--- config.mk ---
export PLATFORM = sky130hd
export DESIGN_NAME = sms_udh_port_filter_core_flat
export DESIGN_NICKNAME = d
export VERILOG_FILES = /design/src/sv/sms_udh_pkg.sv /design/src/sv/sms_udh_in_if.sv /design/src/sv/sms_udh_out_if.sv /design/src/sv/sms_udh_cfg_if.sv /design/src/sv/sms_udh_port_filter_core.sv /design/src/flat_wrapper.sv
export SDC_FILE = /design/constraint.sdc
export NUM_CORES = 1
export LEC_CHECK = 0
export BUFFER_PORTS_ARGS = -buffer_cell sky130_fd_sc_hd__buf_2
export CORE_MARGIN = 2
export CORE_UTILIZATION = 65
export DETAILED_ROUTE_END_ITERATION = 10
export PLACE_DENSITY_LB_ADDON = 0.25
export RECOVER_POWER = 25
export SLEW_MARGIN = 25
export SYNTH_ARGS = -nofsm -noshare
export SYNTH_HDL_FRONTEND = slang
export SYNTH_SLANG_ARGS = --single-unit
--- constraint.sdc ---
create_clock -name clk -period 6 [get_ports clk]
set_clock_uncertainty 0.15 [all_clocks]
set_input_delay 0.3 -clock clk [delete_from_list [all_inputs] [get_ports clk]]
set_output_delay 0.3 -clock clk [all_outputs]
set_load 0.01 [all_outputs]
--- src/sv/sms_udh_pkg.sv ---
// Package for the SMS user data header port filter.
// Holds the phase and verdict codes, the element codes and the result record.
// Depends on nothing; the core and its testbench import it.
package sms_udh_pkg;

	// Width of the destination port and its value after reset.
	localparam int PORT_W = 16;
	localparam logic [PORT_W-1:0] WANTED_PORT_RESET = 16'd2948;

	// Width of the header length reported with a verdict.
	localparam int HDR_LEN_W = 9;

	// Port addressing elements: identifier and the length that marks them.
	localparam logic [7:0] PORT16_CODE = 8'h05;
	localparam logic [7:0] PORT16_LEN  = 8'd4;
	localparam logic [7:0] PORT8_CODE  = 8'h04;
	localparam logic [7:0] PORT8_LEN   = 8'd2;

	// Parser phase, one-hot.
	typedef enum logic [5:0] {
		PH_LENGTH  = 6'b000001,
		PH_CODE    = 6'b000010,
		PH_ELEN    = 6'b000100,
		PH_DATA    = 6'b001000,
		PH_OVERRUN = 6'b010000,
		PH_DRAIN   = 6'b100000
	} phase_t;

	// Verdict codes as they appear on the result channel.
	typedef enum logic [2:0] {
		V_OK       = 3'd0,
		V_TRUNC    = 3'd1,
		V_OVERRUN  = 3'd2,
		V_DANGLING = 3'd3,
		V_WRONG    = 3'd4
	} verdict_t;

	// One result request.
	typedef struct packed {
		verdict_t               verdict;
		logic [HDR_LEN_W-1:0]   header_len;
		logic                   body_follows;
		logic                   port_seen;
	} result_t;

endpackage

--- src/sv/sms_udh_in_if.sv ---
// Input channel of the SMS header port filter: one payload byte per request.
// Plain valid/ready handshake; no dependencies.
interface sms_udh_in_if;
	logic       valid;
	logic       ready;
	logic [7:0] byte_value;
	logic       last_byte;

	modport source (output valid, output byte_value, output last_byte, input ready);
	modport sink (input valid, input byte_value, input last_byte, output ready);
endinterface

--- src/sv/sms_udh_out_if.sv ---
// Result channel of the SMS header port filter: one verdict per message.
// Plain valid/ready handshake; no dependencies.
interface sms_udh_out_if;
	logic       valid;
	logic       ready;
	logic [2:0] verdict;
	logic [8:0] header_len;
	logic       body_follows;
	logic       port_seen;

	modport source (output valid, output verdict, output header_len, output body_follows,
		output port_seen, input ready);
	modport sink (input valid, input verdict, input header_len, input body_follows,
		input port_seen, output ready);
endinterface

--- src/sv/sms_udh_cfg_if.sv ---
// Configuration write channel of the SMS header port filter.
// Carries the wanted destination port; plain valid/ready handshake, no dependencies.
interface sms_udh_cfg_if;
	logic        valid;
	logic        ready;
	logic [15:0] wanted_port;

	modport source (output valid, output wanted_port, input ready);
	modport sink (input valid, input wanted_port, output ready);
endinterface

--- src/sv/sms_udh_port_filter_core.sv ---
// SMS user data header port filter. Payload bytes enter one per request on byte_in,
// and a message streams through at one byte per clock while input is not refused.
// The first byte is the header length; the block walks the element chain and
// gives one verdict per message on result, when the header is complete or at the final
// byte if that comes first: ok, truncated, element overrun, dangling byte or wrong port,
// together with the header length plus one, whether body bytes follow and whether a port
// element was seen. The verdict leaves through an output register backed by one skid
// entry, so input is refused only while both hold results that have not been taken.
// Body bytes after the verdict are swallowed up to the final byte. The user must write
// the wanted port on cfg only while no message is in flight (not enforced); reset 2948.
module sms_udh_port_filter_core (
	input  logic                 clk,
	input  logic                 arst_n,
	sms_udh_in_if.sink           byte_in,
	sms_udh_out_if.source        result,
	sms_udh_cfg_if.sink          cfg
);
	import sms_udh_pkg::*;

	// Parser state.
	phase_t              phase_q;
	logic [7:0]          header_left_q;
	logic [7:0]          header_total_q;
	logic [7:0]          element_code_q;
	logic [7:0]          element_len_q;
	logic [7:0]          element_left_q;
	logic [7:0]          port_high_q;
	logic                saw_port_q;
	logic                port_match_q;
	logic [PORT_W-1:0]   wanted_port_q;

	// Output register and skid entry.
	logic                out_valid_q;
	result_t             out_data_q;
	logic                skid_valid_q;
	result_t             skid_data_q;

	// Next-state and result signals.
	phase_t              n_phase;
	logic [7:0]          n_left;
	logic [7:0]          n_total;
	logic [7:0]          n_code;
	logic [7:0]          n_len;
	logic [7:0]          n_eleft;
	logic [7:0]          n_high;
	logic                n_saw;
	logic                n_match;
	logic                emit;
	logic                dangle;
	verdict_t            verd;
	logic                body;
	logic [7:0]          hl_dec;
	logic [7:0]          idx;
	logic                is_p16;
	logic                is_p8;
	logic                accept;
	result_t             res;

	assign accept = byte_in.valid && byte_in.ready;
	assign byte_in.ready = !skid_valid_q;
	assign cfg.ready = 1'b1;

	// Configuration register.
	always_ff @(posedge clk or negedge arst_n) begin
		if (!arst_n) begin
			wanted_port_q <= WANTED_PORT_RESET;
		end else if (cfg.valid) begin
			wanted_port_q <= cfg.wanted_port;
		end
	end

	// Byte decode: next parser state and the verdict this byte may give.
	always_comb begin
		n_phase = phase_q;
		n_left  = header_left_q;
		n_total = header_total_q;
		n_code  = element_code_q;
		n_len   = element_len_q;
		n_eleft = element_left_q;
		n_high  = port_high_q;
		n_saw   = saw_port_q;
		n_match = port_match_q;
		emit    = 1'b0;
		dangle  = 1'b0;
		verd    = V_OK;
		body    = 1'b0;
		hl_dec  = header_left_q - 8'd1;
		idx     = element_len_q - element_left_q;
		is_p16  = (element_code_q == PORT16_CODE) && (element_len_q == PORT16_LEN);
		is_p8   = (element_code_q == PORT8_CODE) && (element_len_q == PORT8_LEN);
		case (phase_q)
			PH_DRAIN: begin
				if (byte_in.last_byte) n_phase = PH_LENGTH;
			end
			PH_LENGTH: begin
				n_total = byte_in.byte_value;
				n_left  = byte_in.byte_value;
				n_code  = 8'd0;
				n_len   = 8'd0;
				n_eleft = 8'd0;
				n_high  = 8'd0;
				n_saw   = 1'b0;
				n_match = 1'b0;
				if (byte_in.byte_value == 8'd0) begin
					// Empty header: ok on the length byte itself.
					emit    = 1'b1;
					body    = !byte_in.last_byte;
					n_phase = byte_in.last_byte ? PH_LENGTH : PH_DRAIN;
				end else if (byte_in.last_byte) begin
					emit    = 1'b1;
					verd    = V_TRUNC;
					n_phase = PH_LENGTH;
				end else begin
					n_phase = PH_CODE;
				end
			end
			default: begin
				// A header byte.
				n_left = hl_dec;
				case (phase_q)
					PH_CODE: begin
						if (hl_dec == 8'd0) begin
							dangle = 1'b1;
						end else begin
							n_code  = byte_in.byte_value;
							n_phase = PH_ELEN;
						end
					end
					PH_ELEN: begin
						if (byte_in.byte_value > hl_dec) begin
							n_phase = PH_OVERRUN;
						end else begin
							n_len   = byte_in.byte_value;
							n_eleft = byte_in.byte_value;
							n_phase = (byte_in.byte_value == 8'd0) ? PH_CODE : PH_DATA;
						end
					end
					PH_DATA: begin
						if (idx == 8'd0) begin
							n_high = byte_in.byte_value;
							if (is_p8) begin
								n_saw   = 1'b1;
								n_match = ({8'd0, byte_in.byte_value} == wanted_port_q);
							end
						end else if (idx == 8'd1 && is_p16) begin
							n_saw   = 1'b1;
							n_match = ({port_high_q, byte_in.byte_value} == wanted_port_q);
						end
						n_eleft = element_left_q - 8'd1;
						if (n_eleft == 8'd0) n_phase = PH_CODE;
					end
					default: begin
					end
				endcase
				if (hl_dec == 8'd0) begin
					// Header complete.
					if (dangle) begin
						verd = V_DANGLING;
					end else if (n_phase == PH_OVERRUN) begin
						verd = V_OVERRUN;
					end else if (n_saw && !n_match) begin
						verd = V_WRONG;
					end else begin
						verd = V_OK;
					end
					emit    = 1'b1;
					body    = !byte_in.last_byte && (verd == V_OK);
					n_phase = byte_in.last_byte ? PH_LENGTH : PH_DRAIN;
				end else if (byte_in.last_byte) begin
					emit    = 1'b1;
					verd    = V_TRUNC;
					n_phase = PH_LENGTH;
				end
			end
		endcase
		res.verdict      = verd;
		res.header_len   = {1'b0, n_total} + 9'd1;
		res.body_follows = body;
		res.port_seen    = n_saw;
	end

	// Parser state registers.
	always_ff @(posedge clk or negedge arst_n) begin
		if (!arst_n) begin
			phase_q        <= PH_LENGTH;
			header_left_q  <= 8'd0;
			header_total_q <= 8'd0;
			element_code_q <= 8'd0;
			element_len_q  <= 8'd0;
			element_left_q <= 8'd0;
			port_high_q    <= 8'd0;
			saw_port_q     <= 1'b0;
			port_match_q   <= 1'b0;
		end else if (accept) begin
			phase_q        <= n_phase;
			header_left_q  <= n_left;
			header_total_q <= n_total;
			element_code_q <= n_code;
			element_len_q  <= n_len;
			element_left_q <= n_eleft;
			port_high_q    <= n_high;
			saw_port_q     <= n_saw;
			port_match_q   <= n_match;
		end
	end

	// Output register with a skid entry behind it.
	always_ff @(posedge clk or negedge arst_n) begin
		if (!arst_n) begin
			out_valid_q  <= 1'b0;
			skid_valid_q <= 1'b0;
		end else if (!out_valid_q || result.ready) begin
			if (skid_valid_q) begin
				out_valid_q  <= 1'b1;
				skid_valid_q <= 1'b0;
			end else begin
				out_valid_q <= accept && emit;
			end
		end else if (accept && emit) begin
			skid_valid_q <= 1'b1;
		end
	end

	always_ff @(posedge clk) begin
		if (!out_valid_q || result.ready) begin
			out_data_q <= skid_valid_q ? skid_data_q : res;
		end else if (accept && emit) begin
			skid_data_q <= res;
		end
	end

	assign result.valid        = out_valid_q;
	assign result.verdict      = out_data_q.verdict;
	assign result.header_len   = out_data_q.header_len;
	assign result.body_follows = out_data_q.body_follows;
	assign result.port_seen    = out_data_q.port_seen;

	// The skid entry only fills behind a waiting result.
	a_skid_behind_out: assert property (@(posedge clk) disable iff (!arst_n)
		skid_valid_q |-> out_valid_q)
		else $error("skid entry holds a result while the output register is empty");

	// A verdict always leaves the parser waiting for a new message or draining the body.
	a_verdict_ends_header: assert property (@(posedge clk) disable iff (!arst_n)
		(accept && emit) |=> (phase_q == PH_LENGTH || phase_q == PH_DRAIN))
		else $error("parser still inside a header after giving its verdict");

	// Body bytes are only announced with an ok verdict.
	a_body_only_ok: assert property (@(posedge clk) disable iff (!arst_n)
		(out_valid_q && out_data_q.body_follows) |-> (out_data_q.verdict == V_OK))
		else $error("body_follows set with a failing verdict");

	// A waiting result holds until it is taken.
	a_result_holds: assert property (@(posedge clk) disable iff (!arst_n)
		(out_valid_q && !result.ready) |=> (out_valid_q && $stable(out_data_q)))
		else $error("result changed before it was taken");

endmodule

--- src/flat_wrapper.sv ---
// flat-port wrapper written by rule: the top's interface ports become plain ports
module sms_udh_port_filter_core_flat import sms_udh_pkg::*;
  (clk, arst_n, byte_in_valid, byte_in_byte_value, byte_in_last_byte, byte_in_ready, result_valid, result_verdict, result_header_len, result_body_follows, result_port_seen, result_ready, cfg_valid, cfg_wanted_port, cfg_ready);
  sms_udh_in_if byte_in_i ();
  sms_udh_out_if result_i ();
  sms_udh_cfg_if cfg_i ();
  input  logic clk;
  input  logic arst_n;
  input wire logic [$bits(byte_in_i.valid)-1:0] byte_in_valid;
  input wire logic [$bits(byte_in_i.byte_value)-1:0] byte_in_byte_value;
  input wire logic [$bits(byte_in_i.last_byte)-1:0] byte_in_last_byte;
  output wire logic [$bits(byte_in_i.ready)-1:0] byte_in_ready;
  output wire logic [$bits(result_i.valid)-1:0] result_valid;
  output wire logic [$bits(result_i.verdict)-1:0] result_verdict;
  output wire logic [$bits(result_i.header_len)-1:0] result_header_len;
  output wire logic [$bits(result_i.body_follows)-1:0] result_body_follows;
  output wire logic [$bits(result_i.port_seen)-1:0] result_port_seen;
  input wire logic [$bits(result_i.ready)-1:0] result_ready;
  input wire logic [$bits(cfg_i.valid)-1:0] cfg_valid;
  input wire logic [$bits(cfg_i.wanted_port)-1:0] cfg_wanted_port;
  output wire logic [$bits(cfg_i.ready)-1:0] cfg_ready;
  assign byte_in_i.valid = byte_in_valid;
  assign byte_in_i.byte_value = byte_in_byte_value;
  assign byte_in_i.last_byte = byte_in_last_byte;
  assign byte_in_ready = byte_in_i.ready;
  assign result_valid = result_i.valid;
  assign result_verdict = result_i.verdict;
  assign result_header_len = result_i.header_len;
  assign result_body_follows = result_i.body_follows;
  assign result_port_seen = result_i.port_seen;
  assign result_i.ready = result_ready;
  assign cfg_i.valid = cfg_valid;
  assign cfg_i.wanted_port = cfg_wanted_port;
  assign cfg_ready = cfg_i.ready;
  sms_udh_port_filter_core u_core (.clk(clk), .arst_n(arst_n), .byte_in(byte_in_i), .result(result_i), .cfg(cfg_i));
endmodule
==> summary.txt, run 1 <==
Global route
  • Largest net degree at the start of global routing: 75
  • Number of global-route vias before repair: 4485
  • GRT overflow: 0
  • First-pass GRT wire length: 22000 µm
  • Antenna violations before repair: 0
  • GRT Overall Usage: 28.7%

Synthesis
  • Synth warnings: 0
  • Syn nets: 638
  • Top FF cell, synth: dfrtp_1
  • Post-Synthesis Cell Area: 0.00567 mm²
  • Register area share after synthesis: 47.6%
  • Post-synth EDFFs: 28
  • Syn Area/Cell: 9.67 µm²
  • Seq cells post-synth: 102
  • Post-synth ARST share: 72.5%
  • Post-Synthesis Cells: 587
  • Synth unique cells: 59

Route
  • Metal-1 WL: 5540 µm
  • Initial drt markers: 361
  • Wire per inst: 17.7 µm
  • Top routing layer used: met4
  • DR DRC count: 0
  • Via Count: 4554
  • WL final: 13000 µm
  • DR WL met2: 6350 µm
  • DRT Pass-1 Iters: 5
  • DR vias/cell: 6.19
  • Routed wl met3: 893 µm
  • ANT nets after route: 0

Clock network
  • Hold-fix buffers, CTS: 6
  • Cts bufs inserted: 9
  • Post-cts sizing count: 0
  • H-Tree Level Count: 3
  • TritonCTS clock tree: yes
  • Worst skew pair latency: 0.37 ns
  • CTS max path bufs: 2
  • Reg clk slew, reported paths: 0.10 ns
  • Clock sink count: 102
  • Root buf cell: clkbuf_8
  • Post-CTS Setup Bufs: 0

Run
  • Max-cap violations: 0

Place
  • HPWL Detailed: 8910 µm
  • PortBufs: 45
  • Gpl congestion: 0.962

Power
  • Worst vdd ir: 233 µV
  • Power Total: 3100 µW
  • Cell Pwr Density: 496 mW/mm²
  • Pleak: 0.00263 µW

Floorplan
  • Chip Width: 97.4 µm
  • Initial Utilization: 66.0%
  • DIE HEIGHT: 97.4 µm
  • IO Pins: 47
  • Row count: 34
  • Core area: 0.00859 mm²
  • Die area: 0.00949 mm²

STA
  • Final hold viol count: 0
  • Max-slew violations: 0
  • WHS: 0.0179 ns
  • Slew @ Worst Pin: 0.857 ns
  • Slew margin rel.: 42.7%
  • Final setup vio count: 0
  • Max Freq: 285 MHz
  • RSZ-0062 raised after global routing: false
  • Post-route minimum period: 3.51 ns
  • Final Cycle Share: 58.4%
  • Final setup TNS: 0 ns

Cells and area
  • Ant diodes: 0
  • Area grow syn2layout: 10.1%
  • Share of layout cells above drive strength 1: 16.4%
  • Final nets: 674

Worst setup path
  • CP Max Fanout: 6
  • Setup crit end kind: flip-flop
  • CP startpoint kind: flip-flop
  • FF-to-FF End: u_core.result.verdict[2]
  • R2R cell count: 13
  • CP arrival: 3.48 ns
  • Critical path required time: 5.97 ns
  • Reg-to-reg slack, setup: 2.49 ns
  • R2r startpoint: u_core.header_left_q[2]
  • Kind of critical path: reg -> reg

Min path
  • Hold Path Stages: 2
  • Worst hold endpoint: u_core.wanted_port_q[6]
  • Hold Path Class: in -> reg
  • Hold path start: cfg_wanted_port[6]

Outcome
  • Outcome: complete, no violations
## cells in the mapped netlist, drive strengths merged, types with 5 or more instances
master / instances / area share [%]
dfrtp: 68 / 30
nand2: 67 / 4.4
o21ai: 60 / 5.3
nor2: 45 / 3.0
mux2: 30 / 6.0
inv: 29 / 1.9
nand3: 29 / 2.6
edfxtp: 28 / 15
clkbuf: 27 / 1.8
a21oi: 23 / 2.0
ha: 20 / 4.4
xor2: 18 / 2.8
nor4: 16 / 2.1
xnor2: 16 / 2.5
nor3: 14 / 1.2
mux2i: 9 / 1.6
nand4: 7 / 0.77
dfstp: 6 / 2.8
nor2b: 6 / 0.66
o31ai: 6 / 0.79
buf: 5 / 0.57
or3: 5 / 0.55
## registers in the layout (all words and copies together) (netlist names), 3 cells and up
register and flops:
u_core.skid_data_q 14, u_core.port_high_q 8, u_core.element_code_q 8, u_core.element_left_q 8, u_core.result.verdict 3, u_core.result.header_len 9, u_core.element_len_q 8, u_core.wanted_port_q 16
u_core.header_left_q 8, u_core.phase_q 6, u_core.header_total_q 8
## final cells by class
class	count	area [µm²]
inverters	29	109
clock buffers	9	124
repair buffers	57	342
well taps	108	135
fillers	646	2340
clock inverters	7	92.6
multi-input cells	424	2750
flip-flops and latches	102	2700
## cell usage in the layout, fill, tap and decap left out, types with 3 or more instances in the layout
master,Yosys,routed
dfstp_1,0,3
a211oi_1,3,3
or3_1,5,5
a22oi_1,3,3
xnor2_1,16,16
buf_2,2,45
edfxtp_1,28,28
nand2_1,67,67
mux2_2,30,30
a21oi_1,23,22
nor4_1,14,14
a31oi_1,4,4
mux2i_1,9,9
ha_1,20,20
o31ai_1,6,6
nor2_1,45,45
nand3b_1,4,4
xor2_1,18,18
nand4_1,7,7
nor2b_1,6,6
dfrtp_1,68,68
nand3_1,29,29
dfstp_2,6,3
inv_1,29,29
a21o_1,4,4
nor3_1,14,13
o21a_1,4,4
clkbuf_8,0,9
o21ai_0,60,60
dlygate4sd3_1,0,9
## cells by family (layout without fill, tap and decap cells)
kind of cell	after synthesis	count (layout)	share of synthesized area, %
and+or+nand+nor	206	206	17.7
AOI/OAI and AO/OA	123	123	12.9
DFF	102	102	47.6
buffers and inverters	61	102	4.28
muxes	39	39	7.54
xor gates and xnor gates	34	34	5.25
adders and majority gates	21	21	4.76
other	1	1	0.0661
## power breakdown
| part | switching (µW) | internal [µW] |
|---|---|---|
| combinational | 885 | 589 |
| clock | 264 | 206 |
| sequential | 189 | 970 |
## through the flow
| step | cell area [µm²] | util [%] | setup slack (ns) | std cells |
|---|---|---|---|---|
| 2_1_floorplan | 5670 | - | 2.76 | 587 |
| 3_3_place_gp | 5930 | 69.0 | 2.68 | 711 |
| 3_5_place_dp | 5930 | 69.0 | 2.57 | 711 |
| 4_1_cts | 6200 | 72.2 | 2.54 | 733 |
| 5_1_grt | 6250 | 72.7 | 2.20 | 736 |
| 6_report | 6250 | 72.7 | 2.49 | 736 |
## critical path, stage by stage (launching register included)
cell	delay [ns]
dfrtp_1	0.45
nor4_1	0.38
nand3b_1	0.14
xnor2_1	0.22
inv_1	0.09
ha_1	0.32
nand2_1	0.06
o21ai_0	0.22
mux2i_1	0.11
a21oi_1	0.26
a31oi_1	0.15
o21ai_0	0.30
nor4_1	0.13
mux2_2	0.29
## metal layers
metal | global-route usage (%) | vias to the layer above
li1 | - | 2155
met4 | 7.80 | 0
met3 | 5.32 | 17
met2 | 46.8 | 191
met1 | 39.9 | 2191
met5 | 0 | -
## worst max path at each step
stage	end	slack [ns]	cells after the start	start
3_3_place_gp	u_core.result.verdict[2]	2.68	13	u_core.header_left_q[2]
3_5_place_dp	u_core.element_left_q[4]	2.57	13	u_core.header_left_q[2]
5_1_grt	u_core.result.verdict[2]	2.20	13	u_core.header_left_q[2]
2_1_floorplan	u_core.skid_data_q[0]	2.76	8	u_core.phase_q[2]
6_report	u_core.result.verdict[2]	2.49	13	u_core.header_left_q[2]
4_1_cts	u_core.result.verdict[2]	2.54	13	u_core.header_left_q[2]
No activity file was read; power rests on OpenSTA's default activity.
==> inputs of run 2 (changes only) <==
--- a/config.mk
+++ b/config.mk
@@ -7,7 +7,7 @@
 export LEC_CHECK = 0
 export BUFFER_PORTS_ARGS = -buffer_cell sky130_fd_sc_hd__buf_2
 export CORE_MARGIN = 2
-export CORE_UTILIZATION = 65
+export CORE_UTILIZATION = 60
 export DETAILED_ROUTE_END_ITERATION = 10
 export PLACE_DENSITY_LB_ADDON = 0.25
 export RECOVER_POWER = 25
==> constraint.sdc (replaced) <==
create_clock -name clk -period 3.35 [get_ports clk]
set_clock_uncertainty 0.15 [all_clocks]
set_input_delay 0.1675 -clock clk [delete_from_list [all_inputs] [get_ports clk]]
set_output_delay 0.1675 -clock clk [all_outputs]
set_load 0.01 [all_outputs]
==> summary.txt, run 2 (synthesis results as in run 1) <==
Power
  • Cell Pwr Density: 857 mW/mm² (was 496 mW/mm²)
  • Worst vdd ir: 349 µV (was 233 µV)
  • Pleak: 0.00268 µW (was 0.00263 µW)

STA
  • Final Cycle Share: 97.1% (was 58.4%)
  • Post-route minimum period: 3.25 ns (was 3.51 ns)
  • Final hold viol count: 0 (unchanged)
  • Max Freq: 307 MHz (was 285 MHz)
  • Slew margin rel.: -43.3% (was 42.7%)
  • Final setup vio count: 0 (unchanged)
  • Final setup TNS: 0 ns (unchanged)
  • Max-slew violations: 39 (was 0)
  • Slew @ Worst Pin: 2.15 ns (was 0.857 ns)

Worst setup path
  • CP startpoint kind: flip-flop (unchanged)
  • CP Max Fanout: 11 (was 6)
  • R2r startpoint: u_core.header_left_q[2] (unchanged)
  • Setup crit end kind: flip-flop (unchanged)
  • CP Launch Point: u_core.header_left_q[2] (unchanged)
  • Worst path slowest cell: dfrtp_1 (unchanged)
  • Crit-path max cell delay: 0.40 ns (was 0.45 ns)
  • Worst path most repeated cell: or2_4
  • Crit path cell chain: buf_4 -> nor2_1 -> nand3b_1 -> xnor2_1 -> inv_1 -> ha_1 -> a21oi_1 -> o21ai_1 -> mux2i_1 -> a21oi_2 -> or2_4 -> a31o_4 -> or2_4 -> o21ai_0 (was nor4_1 -> nand3b_1 -> xnor2_1 -> inv_1 -> ha_1 -> nand2_1 -> o21ai_0 -> mux2i_1 -> a21oi_1 -> a31oi_1 -> o21ai_0 -> nor4_1 -> mux2_2)
  • Kind of critical path: reg -> reg (unchanged)
  • CP arrival: 3.38 ns (was 3.48 ns)
  • Critical path required time: 3.48 ns (was 5.97 ns)
  • Reg-to-reg slack, setup: 0.1 ns (was 2.49 ns)

Floorplan
  • Initial Utilization: 61.7% (was 66.0%)
  • Die area: 0.0103 mm² (was 0.00949 mm²)
  • Chip Width: 101 µm (was 97.4 µm)
  • DIE HEIGHT: 101 µm (was 97.4 µm)
  • IO Pins: 47 (unchanged)
  • Row count: 35 (was 34)
  • Core area: 0.00920 mm² (was 0.00859 mm²)

Clock network
  • Worst skew pair latency: 0.37 ns (about the same)
  • Clock sink count: 102 (unchanged)
  • Root buf cell: clkbuf_8 (unchanged)
  • Post-CTS Setup Bufs: 0 (unchanged)
  • Reg clk slew, reported paths: 0.10 ns (about the same)
  • H-Tree Level Count: 3 (unchanged)
  • Cts bufs inserted: 9 (unchanged)
  • CTS max path bufs: 2 (unchanged)
  • TritonCTS clock tree: yes (unchanged)

Cells and area
  • Ant diodes: 0 (unchanged)
  • Most common cell after layout, fill and taps aside: dfrtp_1 (unchanged)
  • Filler cells: 709 (was 646)
  • Final nets: 698 (was 674)
  • Largest Register: u_core.wanted_port_q (unchanged)
  • Max reg flops: 16 (unchanged)
  • Multi-input logic area: 0.00281 mm² (was 0.00275 mm²)
  • Register area: 0.00270 mm² (unchanged)
  • Area grow syn2layout: 13.7% (was 10.1%)
  • Cell area after layout: 0.00645 mm² (was 0.00625 mm²)
  • Most frequent cells in the layout: 68 x dfrtp_1, 67 x nand2_1, 55 x o21ai_0 (was 68 x dfrtp_1, 67 x nand2_1, 60 x o21ai_0)
  • Share of layout cells above drive strength 1: 17.3% (was 16.4%)
  • Final Core Density: 70.1% (was 72.7%)

Global route
  • GRT Overall Usage: 27.8% (was 28.7%)
  • GRT overflow: 0 (unchanged)
  • Antenna violations before repair: 0 (unchanged)
  • Largest net degree at the start of global routing: 39 (was 75)
  • Number of global-route vias before repair: 4583 (was 4485)
  • First-pass GRT wire length: 22200 µm (was 22000 µm)

Run
  • Max-cap violations: 1 (was 0)

Min path
  • Hold Path Class: in -> reg (unchanged)
  • Hold path start: byte_in_byte_value[0] (was cfg_wanted_port[6])

Route
  • WL final: 13400 µm (was 13000 µm)
  • ANT nets after route: 0 (unchanged)
  • Via Count: 4682 (was 4554)
  • DRT Pass-1 Iters: 6 (was 5)
  • DR vias/cell: 6.14 (was 6.19)
  • Initial drt markers: 397 (was 361)
  • Wire per inst: 17.6 µm (was 17.7 µm)
  • DR DRC count: 0 (unchanged)

Place
  • DP Area: 0.00605 mm² (was 0.00593 mm²)
  • PortBufs: 45 (unchanged)
  • Gpl congestion: 0.941 (was 0.962)
  • HPWL Detailed: 9330 µm (was 8910 µm)

Outcome
  • Failing checks: capacitance limit, slew limit
  • Outcome: finished, violations left (was complete, no violations)
run 2: cell count changes in the layout (fill, tap and decap cells not counted), moves of 2 or more:
cell,delta
nor4_2,+3
nor4_1,-3
or2_1,-2
o21ai_1,+5
buf_4,+17
dlygate4sd3_1,+8
or2_4,+2
o21ai_0,-5
clkbuf_1,+17
buf_2,-16
clkinvlp_4,+2
inv_8,-2
run 2: layer usage:
metal  vias up  track usage [%]  part of all wire [%]
li1       2205                -                     -
met4         0             11.7                   2.4
met5         -                0                     0
met1      2259             37.3                    44
met3        39             4.14                   5.1
met2       179             45.6                    49
run 2: layout make-up:
| class | instances | share of cell area, % |
|---|---|---|
| multi-input combinational | 424 | 43.6 |
| sequential | 102 | 41.9 |
| timing repair buffer | 81 | 8.03 |
| tap | 111 | 2.15 |
| clock buffer | 10 | 1.98 |
| inverter | 29 | 1.69 |
| clock inverter | 6 | 0.698 |
run 2: what timing repair did:
item                       4_1_cts  5_1_grt
resized for setup                3       16
pin swaps                        0        3
setup endpoints to repair        7       12
hold buffers                    17        0
hold endpoints to repair        52        0
run 2: stage by stage:
stage,worst slack [ns],total power (µW),std cells,hold slack [ns]
after global routing,-0.0365,5970,763,0.0353
after detailed placement,-0.0664,4690,730,0.180
after global placement,0.0971,4540,730,0.169
after CTS,0.0370,5430,763,0.0118
after floorplan,0.115,4010,587,-0.278
final,0.0956,5530,763,0.0251
run 2: where the power goes:
part / switching (µW) / internal [µW] / total, µW / leakage (µW)
Combinational: 1620 / 1130 / 2740 / 0.00140
Clock: 435 / 275 / 710 / 0.0000809
Sequential: 335 / 1740 / 2070 / 0.00119
run 2: path summary, 6_finish.rpt:
path / end / cells after the start
min: u_core.port_high_q[0] / 3
max reg2reg: u_core.element_left_q[5] / 14
max: u_core.element_left_q[5] / 14
max in group asynchronous: u_core.wanted_port_q[8] / 3
min reg2reg: u_core.element_code_q[5] / 2
min in group asynchronous: u_core.element_len_q[6] / 2
run 2: critical path: cells and delay by family, from the launching register on:
kind	cells	cell delay (ns)
adders and majority gates	1	0.30
buffers and inverters	2	0.26
AOI/OAI and AO/OA	5	0.78
xor gates and xnor gates	1	0.24
DFF	1	0.40
and+or+nand+nor	4	0.84
muxes	1	0.18
